File: src/rtl/shs_pkg.sv
package shs_pkg;

  typedef logic [0:7][31:0] words_t;

  typedef struct packed {
    logic [7:0] data_byte;
    logic       byte_present;
    logic       end_of_message;
  } in_item_t;

  typedef struct packed {
    logic [7:0] digest_byte;
    logic       digest_last;
  } out_item_t;

  typedef struct packed {
    logic       shift_en;
    logic [7:0] shift_byte;
    logic       start;
    logic       init;
  } ctrl_t;

  localparam words_t HashInit = {
    32'h6a09e667, 32'hbb67ae85, 32'h3c6ef372, 32'ha54ff53a,
    32'h510e527f, 32'h9b05688c, 32'h1f83d9ab, 32'h5be0cd19
  };

  localparam logic [31:0] RoundK [64] = '{
    32'h428a2f98, 32'h71374491, 32'hb5c0fbcf, 32'he9b5dba5,
    32'h3956c25b, 32'h59f111f1, 32'h923f82a4, 32'hab1c5ed5,
    32'hd807aa98, 32'h12835b01, 32'h243185be, 32'h550c7dc3,
    32'h72be5d74, 32'h80deb1fe, 32'h9bdc06a7, 32'hc19bf174,
    32'he49b69c1, 32'hefbe4786, 32'h0fc19dc6, 32'h240ca1cc,
    32'h2de92c6f, 32'h4a7484aa, 32'h5cb0a9dc, 32'h76f988da,
    32'h983e5152, 32'ha831c66d, 32'hb00327c8, 32'hbf597fc7,
    32'hc6e00bf3, 32'hd5a79147, 32'h06ca6351, 32'h14292967,
    32'h27b70a85, 32'h2e1b2138, 32'h4d2c6dfc, 32'h53380d13,
    32'h650a7354, 32'h766a0abb, 32'h81c2c92e, 32'h92722c85,
    32'ha2bfe8a1, 32'ha81a664b, 32'hc24b8b70, 32'hc76c51a3,
    32'hd192e819, 32'hd6990624, 32'hf40e3585, 32'h106aa070,
    32'h19a4c116, 32'h1e376c08, 32'h2748774c, 32'h34b0bcb5,
    32'h391c0cb3, 32'h4ed8aa4a, 32'h5b9cca4f, 32'h682e6ff3,
    32'h748f82ee, 32'h78a5636f, 32'h84c87814, 32'h8cc70208,
    32'h90befffa, 32'ha4506ceb, 32'hbef9a3f7, 32'hc67178f2
  };

  localparam logic [7:0] PadMarker = 8'h80;
  localparam logic [63:0] BlockBits = 64'd512;

endpackage

File: src/rtl/shs_core.sv
module shs_core (
  input  logic            clk_i,
  input  logic            rst_ni,
  input  shs_pkg::ctrl_t  ctrl_i,
  output logic            done_o,
  output shs_pkg::words_t chain_o
);

  function automatic logic [31:0] ror(input logic [31:0] x, input int unsigned n);
    ror = (x >> n) | (x << (32 - n));
  endfunction

  // 16-word window: bytes shift in at the bottom, w[0] sits at the top
  logic [511:0] win_q, win_d;
  shs_pkg::words_t v_q, v_d;
  shs_pkg::words_t chain_q, chain_d;
  logic [5:0] rnd_q, rnd_d;
  logic busy_q, busy_d;
  logic add_q, add_d;

  logic [31:0] w0, w1, w9, w14, w_new;
  logic [31:0] s0, s1, big0, big1, choose, major, t1, t2;

  always_comb begin
    w0  = win_q[511:480];
    w1  = win_q[479:448];
    w9  = win_q[223:192];
    w14 = win_q[63:32];
    s0  = ror(w1, 7) ^ ror(w1, 18) ^ (w1 >> 3);
    s1  = ror(w14, 17) ^ ror(w14, 19) ^ (w14 >> 10);
    w_new = s1 + s0 + w9 + w0;

    big1   = ror(v_q[4], 6) ^ ror(v_q[4], 11) ^ ror(v_q[4], 25);
    choose = (v_q[4] & v_q[5]) ^ (~v_q[4] & v_q[6]);
    big0   = ror(v_q[0], 2) ^ ror(v_q[0], 13) ^ ror(v_q[0], 22);
    major  = (v_q[0] & v_q[1]) ^ (v_q[0] & v_q[2]) ^ (v_q[1] & v_q[2]);
    t1 = v_q[7] + big1 + choose + shs_pkg::RoundK[rnd_q] + w0;
    t2 = big0 + major;

    win_d   = win_q;
    v_d     = v_q;
    chain_d = chain_q;
    rnd_d   = rnd_q;
    busy_d  = busy_q;
    add_d   = 1'b0;

    if (ctrl_i.shift_en) begin
      win_d = {win_q[503:0], ctrl_i.shift_byte};
    end else if (busy_q) begin
      win_d = {win_q[479:0], w_new};
    end

    if (ctrl_i.start) begin
      v_d    = chain_q;
      rnd_d  = '0;
      busy_d = 1'b1;
    end else if (busy_q) begin
      v_d   = {t1 + t2, v_q[0], v_q[1], v_q[2], v_q[3] + t1, v_q[4], v_q[5], v_q[6]};
      rnd_d = rnd_q + 6'd1;
      if (rnd_q == 6'd63) begin
        busy_d = 1'b0;
        add_d  = 1'b1;
      end
    end

    if (ctrl_i.init) begin
      chain_d = shs_pkg::HashInit;
    end else if (add_q) begin
      for (int i = 0; i < 8; i++) begin
        chain_d[i] = chain_q[i] + v_q[i];
      end
    end
  end

  always_ff @(posedge clk_i or negedge rst_ni) begin
    if (!rst_ni) begin
      chain_q <= shs_pkg::HashInit;
      rnd_q   <= '0;
      busy_q  <= 1'b0;
      add_q   <= 1'b0;
    end else begin
      chain_q <= chain_d;
      rnd_q   <= rnd_d;
      busy_q  <= busy_d;
      add_q   <= add_d;
    end
  end

  always_ff @(posedge clk_i) begin
    win_q <= win_d;
    v_q   <= v_d;
  end

  assign done_o  = add_q;
  assign chain_o = chain_q;

endmodule

File: src/rtl/sha256_stream_hasher_unit.sv
// SHA-256 hasher fed one message byte per item.
// Input channel (in_valid_i/in_ready_o, in_item_i): each item may carry a
// byte (byte_present) and may close the message (end_of_message). An end
// item with no byte closes whatever is pending, so an empty message works.
// Output channel (out_valid_o/out_ready_i, out_item_o): 32 digest bytes,
// word 0 first, most significant byte first, digest_last on the 32nd.
// Byte items are taken back to back while idle. Every 64th byte starts a
// compression of 64 rounds and then the chaining add, during which
// in_ready_o is low; the rounds run one after another in the single round
// unit. An end item pads one byte per cycle up to the block boundary (over
// two blocks when an extra block is needed), compresses, latches the digest
// in the S_DIG state, then holds it in an output register and shifts out
// one byte per accepted item. A stalled receiver simply holds the block in
// the output state; no input is taken until the last digest byte is accepted.
// Reset sets the chaining words to the initial hash values and clears the
// byte and bit counts; the hasher returns to that state after each digest.
module sha256_stream_hasher_unit (
  input  logic               clk_i,
  input  logic               rst_ni,
  input  logic               in_valid_i,
  output logic               in_ready_o,
  input  shs_pkg::in_item_t  in_item_i,
  output logic               out_valid_o,
  input  logic               out_ready_i,
  output shs_pkg::out_item_t out_item_o
);

  localparam logic [2:0] S_IDLE = 3'd0;
  localparam logic [2:0] S_PAD  = 3'd1;
  localparam logic [2:0] S_COMP = 3'd2;
  localparam logic [2:0] S_DIG  = 3'd3;
  localparam logic [2:0] S_OUT  = 3'd4;

  logic [2:0] state_q, state_d;
  logic [5:0] cnt_q, cnt_d;
  logic [63:0] bits_q, bits_d;
  logic [63:0] len_q, len_d;
  logic fin_q, fin_d;
  logic marker_q, marker_d;
  logic final_q, final_d;
  logic [4:0] out_cnt_q, out_cnt_d;
  logic [255:0] dig_q, dig_d;

  shs_pkg::ctrl_t ctrl;
  shs_pkg::words_t chain;
  logic core_done;

  shs_core u_core (
    .clk_i   (clk_i),
    .rst_ni  (rst_ni),
    .ctrl_i  (ctrl),
    .done_o  (core_done),
    .chain_o (chain)
  );

  assign in_ready_o  = (state_q == S_IDLE);
  assign out_valid_o = (state_q == S_OUT);
  assign out_item_o.digest_byte = dig_q[255:248];
  assign out_item_o.digest_last = (out_cnt_q == 5'd31);

  always_comb begin
    state_d   = state_q;
    cnt_d     = cnt_q;
    bits_d    = bits_q;
    len_d     = len_q;
    fin_d     = fin_q;
    marker_d  = marker_q;
    final_d   = final_q;
    out_cnt_d = out_cnt_q;
    dig_d     = dig_q;
    ctrl      = '0;

    unique case (state_q)
      S_IDLE: begin
        if (in_valid_i) begin
          fin_d = in_item_i.end_of_message;
          if (in_item_i.byte_present) begin
            ctrl.shift_en   = 1'b1;
            ctrl.shift_byte = in_item_i.data_byte;
            cnt_d = cnt_q + 6'd1;
            if (cnt_q == 6'd63) begin
              bits_d     = bits_q + shs_pkg::BlockBits;
              ctrl.start = 1'b1;
              state_d    = S_COMP;
            end else if (in_item_i.end_of_message) begin
              state_d = S_PAD;
            end
          end else if (in_item_i.end_of_message) begin
            state_d = S_PAD;
          end
        end
      end
      S_PAD: begin
        ctrl.shift_en = 1'b1;
        cnt_d = cnt_q + 6'd1;
        if (!marker_q) begin
          ctrl.shift_byte = shs_pkg::PadMarker;
          marker_d = 1'b1;
          final_d  = (cnt_q < 6'd56);
          len_d    = bits_q + {55'd0, cnt_q, 3'd0};
        end else if (final_q && cnt_q >= 6'd56) begin
          ctrl.shift_byte = len_q[63:56];
          len_d = {len_q[55:0], 8'd0};
        end else begin
          ctrl.shift_byte = 8'd0;
        end
        if (cnt_q == 6'd63) begin
          ctrl.start = 1'b1;
          state_d    = S_COMP;
        end
      end
      S_COMP: begin
        if (core_done) begin
          if (!fin_q) begin
            state_d = S_IDLE;
          end else if (marker_q && final_q) begin
            state_d = S_DIG;
          end else begin
            final_d = marker_q;
            state_d = S_PAD;
          end
        end
      end
      S_DIG: begin
        dig_d     = chain;
        ctrl.init = 1'b1;
        bits_d    = '0;
        cnt_d     = '0;
        fin_d     = 1'b0;
        marker_d  = 1'b0;
        final_d   = 1'b0;
        out_cnt_d = '0;
        state_d   = S_OUT;
      end
      S_OUT: begin
        if (out_ready_i) begin
          dig_d     = {dig_q[247:0], 8'd0};
          out_cnt_d = out_cnt_q + 5'd1;
          if (out_cnt_q == 5'd31) begin
            state_d = S_IDLE;
          end
        end
      end
      default: begin
        state_d = S_IDLE;
      end
    endcase
  end

  always_ff @(posedge clk_i or negedge rst_ni) begin
    if (!rst_ni) begin
      state_q   <= S_IDLE;
      cnt_q     <= '0;
      bits_q    <= '0;
      fin_q     <= 1'b0;
      marker_q  <= 1'b0;
      final_q   <= 1'b0;
      out_cnt_q <= '0;
    end else begin
      state_q   <= state_d;
      cnt_q     <= cnt_d;
      bits_q    <= bits_d;
      fin_q     <= fin_d;
      marker_q  <= marker_d;
      final_q   <= final_d;
      out_cnt_q <= out_cnt_d;
    end
  end

  always_ff @(posedge clk_i) begin
    len_q <= len_d;
    dig_q <= dig_d;
  end

endmodule

File: config.mk
export PLATFORM = sky130hd
export DESIGN_NAME = sha256_stream_hasher_unit
export DESIGN_NICKNAME = d
export VERILOG_FILES = /design/src/rtl/shs_pkg.sv /design/src/rtl/shs_core.sv /design/src/rtl/sha256_stream_hasher_unit.sv
export SDC_FILE = /design/constraint.sdc
export NUM_CORES = 2
export LEC_CHECK = 0
export BUFFER_PORTS_ARGS = -buffer_cell sky130_fd_sc_hd__clkbuf_2
export CAP_MARGIN = 20
export CORE_ASPECT_RATIO = 0.8
export CORE_MARGIN = 2
export CORE_UTILIZATION = 55
export CTS_BUF_LIST = sky130_fd_sc_hd__clkbuf_8 sky130_fd_sc_hd__clkbuf_16
export DETAILED_ROUTE_END_ITERATION = 10
export PLACE_DENSITY = 0.8
export SYNTH_ARGS = -nofsm -noshare
export SYNTH_HDL_FRONTEND = slang
export SYNTH_HIERARCHICAL = 1
export SYNTH_SLANG_ARGS = --single-unit
File: constraint.sdc
create_clock -name clk_i -period 10.8 [get_ports clk_i]
set_input_delay 1.62 -clock clk_i [delete_from_list [all_inputs] [get_ports clk_i]]
set_output_delay 1.62 -clock clk_i [all_outputs]
set_load 0.01 [all_outputs]
==> impl_metrics.yaml <==
logic_synthesis:
  ys_seq_elements: 1421
  ys.flop_type: "edfxtp_1"
  synth_cell_types: 106
  synthAdderAreaFrac_pct: 10.4
  synth_top_family_by_area: "multiplexers"
  yosysSeqAreaShare_pct: 47.2
  synthSimpleGateAreaFrac_pct: 7.73
  mappedNetlistArea_sq_um: 87100
  synth_top_cell_by_area: "edfxtp_1"
  synthCells: 7500
  synth_top_area_share_pct: 37.4
  async_flop_share_pct: 23.6
  synthTopCellsByArea: "edfxtp_1 (37%), mux2_2 (12%), dfrtp_1 (5.7%)"
  synth_xor_area_share_pct: 5.84
  synthMuxAreaShare_pct: 13.6
  synth_warnings: 6
  synth_compound_area_share_pct: 11.9
  postSynthAreaPerCell_sq_um: 11.6
  synth-edff-count: 1085
  synth_nets: 8104
grt:
  grtUsageTotal_pct: 31.5
  grt_pass1_wl_mm: 384
  grt_pass1_vias: 59400
  antenna_found_initial: 15
  grt_max_degree: 224
  overflow: 0
critical_path:
  cpMostUsedCell: "fa_1"
  endpoint_kind: "flip-flop"
  cp-start-kind: "flip-flop"
  cp.arrival_ps: 10750
  crit_type: "reg -> reg"
  slowest_stage: "dfrtp_1"
  critPathMaxFanout: 17
  critical_path.top_delay_family: "adder cells"
  cp.required_ps: 11340
  cp_num_buf_inv: 5
  critPathMaxStageDelay_ps: 760
flow_run:
  cap_violations: 0
finish:
  drive_gt1_share_pct: 20.1
  final_net_count: 7996
  finish.utilization_pct: 60.1
  final_cell_area_sq_um: 94400
  regArea_sq_um: 41200
  multi_input_area_sq_um: 43200
  area_delta_synth_final_pct: 8.30
  nFillCells: 12300
clock_tree:
  postCtsHoldBufs: 0
  cts.sinks: 1421
  postCtsSetupRepairBufs: 0
  htree_levels: 4
  clk_pin_slew_ps: 80
  cts_buffers: 148
  worst_skew_pair.late_latency_ps: 840
  cts_resized: 0
  cts_root_buffer: "clkbuf_16"
  cts_tree: "built"
  clock_path_buffers: 3
routing:
  drt_pass1_iterations: 6
  drcViolationCount: 0
  drt-wirelength-per-cell_um: 27.0
  antenna_left: 0
  via_count: 62600
  dr.first_iter.drc_count: 8259
  viasPerCell: 6.49
  routed_wl_mm: 260
placement:
  place_congestion: 1.01
  numPortBuffers: 24
  place_area_sq_um: 89300
  place_hpwl_mm: 184
timing:
  finalSetupTns_ps: 0
  hold_violations: 0
  tightest_slew_ps: 1180
  drv_slew: 0
  fin_skew_ps: 40.9
  period_share_pct: 94.5
  rsz0062_at_grt: "no"
  relSlewSlack_pct: 21.1
  fin_crit_ps: 10210
  finalSetupViolCount: 0
  fmax_mhz: 98.0
floorplan:
  core_sq_um: 157000
  row_count: 130
  dieArea_sq_um: 162000
  start_util_pct: 55.5
  die_y_um: 360
  io_pins: 25
  fp.dieW_um: 449
status:
  status: "completed"
min_path:
  hold_path_class: "reg -> reg"
==> placed cells by master (no fill, tap or decap), types with 148 or more instances in the layout <==
master | netlist | layout
a21oi_1 | 449 | 448
inv_1 | 384 | 409
mux2_2 | 952 | 952
o21ai_0 | 468 | 468
a21o_1 | 169 | 169
fa_1 | 195 | 195
ha_1 | 395 | 395
nor2_1 | 380 | 378
nand2_1 | 509 | 507
dfrtp_1 | 200 | 194
edfxtp_1 | 1085 | 1085
xor2_1 | 226 | 226
xnor2_1 | 355 | 355
clkbuf_16 | 0 | 148
==> registers in the layout, indices dropped and copies added (netlist names) <==
signal / count
u_core/win_q: 512
dig_q: 256
u_core/chain_o: 256
u_core/v_q: 256
len_q: 61
bits_q: 55
cnt_q: 6
u_core/rnd_q: 6
out_cnt_q: 5
state_q: 3
fin_q: 1
final_q: 1
marker_q: 1
u_core/busy_q: 1
u_core/done_o: 1
==> layer usage <==
metal	up-vias	share of wire, %	track usage [%]
li1	27300	-	-
met5	-	0.14	1.21
met1	31000	42	47.2
met4	16	3.6	10.7
met2	3744	40	42.4
met3	563	14	10.4
==> area by class of cell <==
class | count | share of cell area, %
clock buffers | 154 | 4.01
repair buffers | 106 | 0.961
inverters | 389 | 1.56
flip-flops and latches | 1421 | 43.6
well taps | 2112 | 2.80
diodes | 4 | 0.0106
clock inverters | 122 | 1.31
multi-input cells | 5326 | 45.7
==> worst register-to-register path: cells and delay by family (launching register included) <==
kind	cells	cell delay (ps)
DFF	1	760
xor gates and xnor gates	2	630
adders and majority gates	7	3320
AOI/OAI and AO/OA	15	3040
and+or+nand+nor	7	1240
buffers and inverters	5	900
==> final timing paths <==
kind,start,to,slack (ps),cells after the start
setup / recovery,u_core/rnd_q[0],u_core/v_q[248],590,36
hold / removal,out_cnt_q[4],out_cnt_q[4],510,2
setup reg to reg,u_core/rnd_q[0],u_core/v_q[248],590,36
hold reg to reg,out_cnt_q[4],out_cnt_q[4],510,2
max in group asynchronous,rst_ni,u_core/chain_o[38],8440,2
min in group asynchronous,rst_ni,u_core/chain_o[211],860,1
==> cell usage after synthesis, types with 136 or more instances <==
master	number
fa_1	195
clkbuf_1	300
xor2_1	226
nand2_1	509
xnor2_1	355
a21oi_1	449
inv_1	384
dfstp_2	136
edfxtp_1	1085
nor2_1	380
dfrtp_1	200
ha_1	395
a21o_1	169
o21ai_0	468
mux2_2	952
==> metrics by stage <==
stage | setup WS [ps] | hold slack [ps] | instances
6_report | 592 | 510 | 9634
5_1_grt | 95.8 | 539 | 9630
4_1_cts | 827 | 513 | 9626
3_5_place_dp | 862 | 499 | 9350
3_3_place_gp | 1010 | 491 | 9350
2_1_floorplan | 1070 | 474 | 7500
==> cells by family after synthesis <==
logic type	after synthesis
mux	1053
fa+ha+maj	611
buf+inv	753
simple gates	1440
flops	1421
compound gates	1641
xor+xnor	581
Power is not shown: default switching activity piles up to over one toggle a cycle in this logic, so the estimate is an artifact.
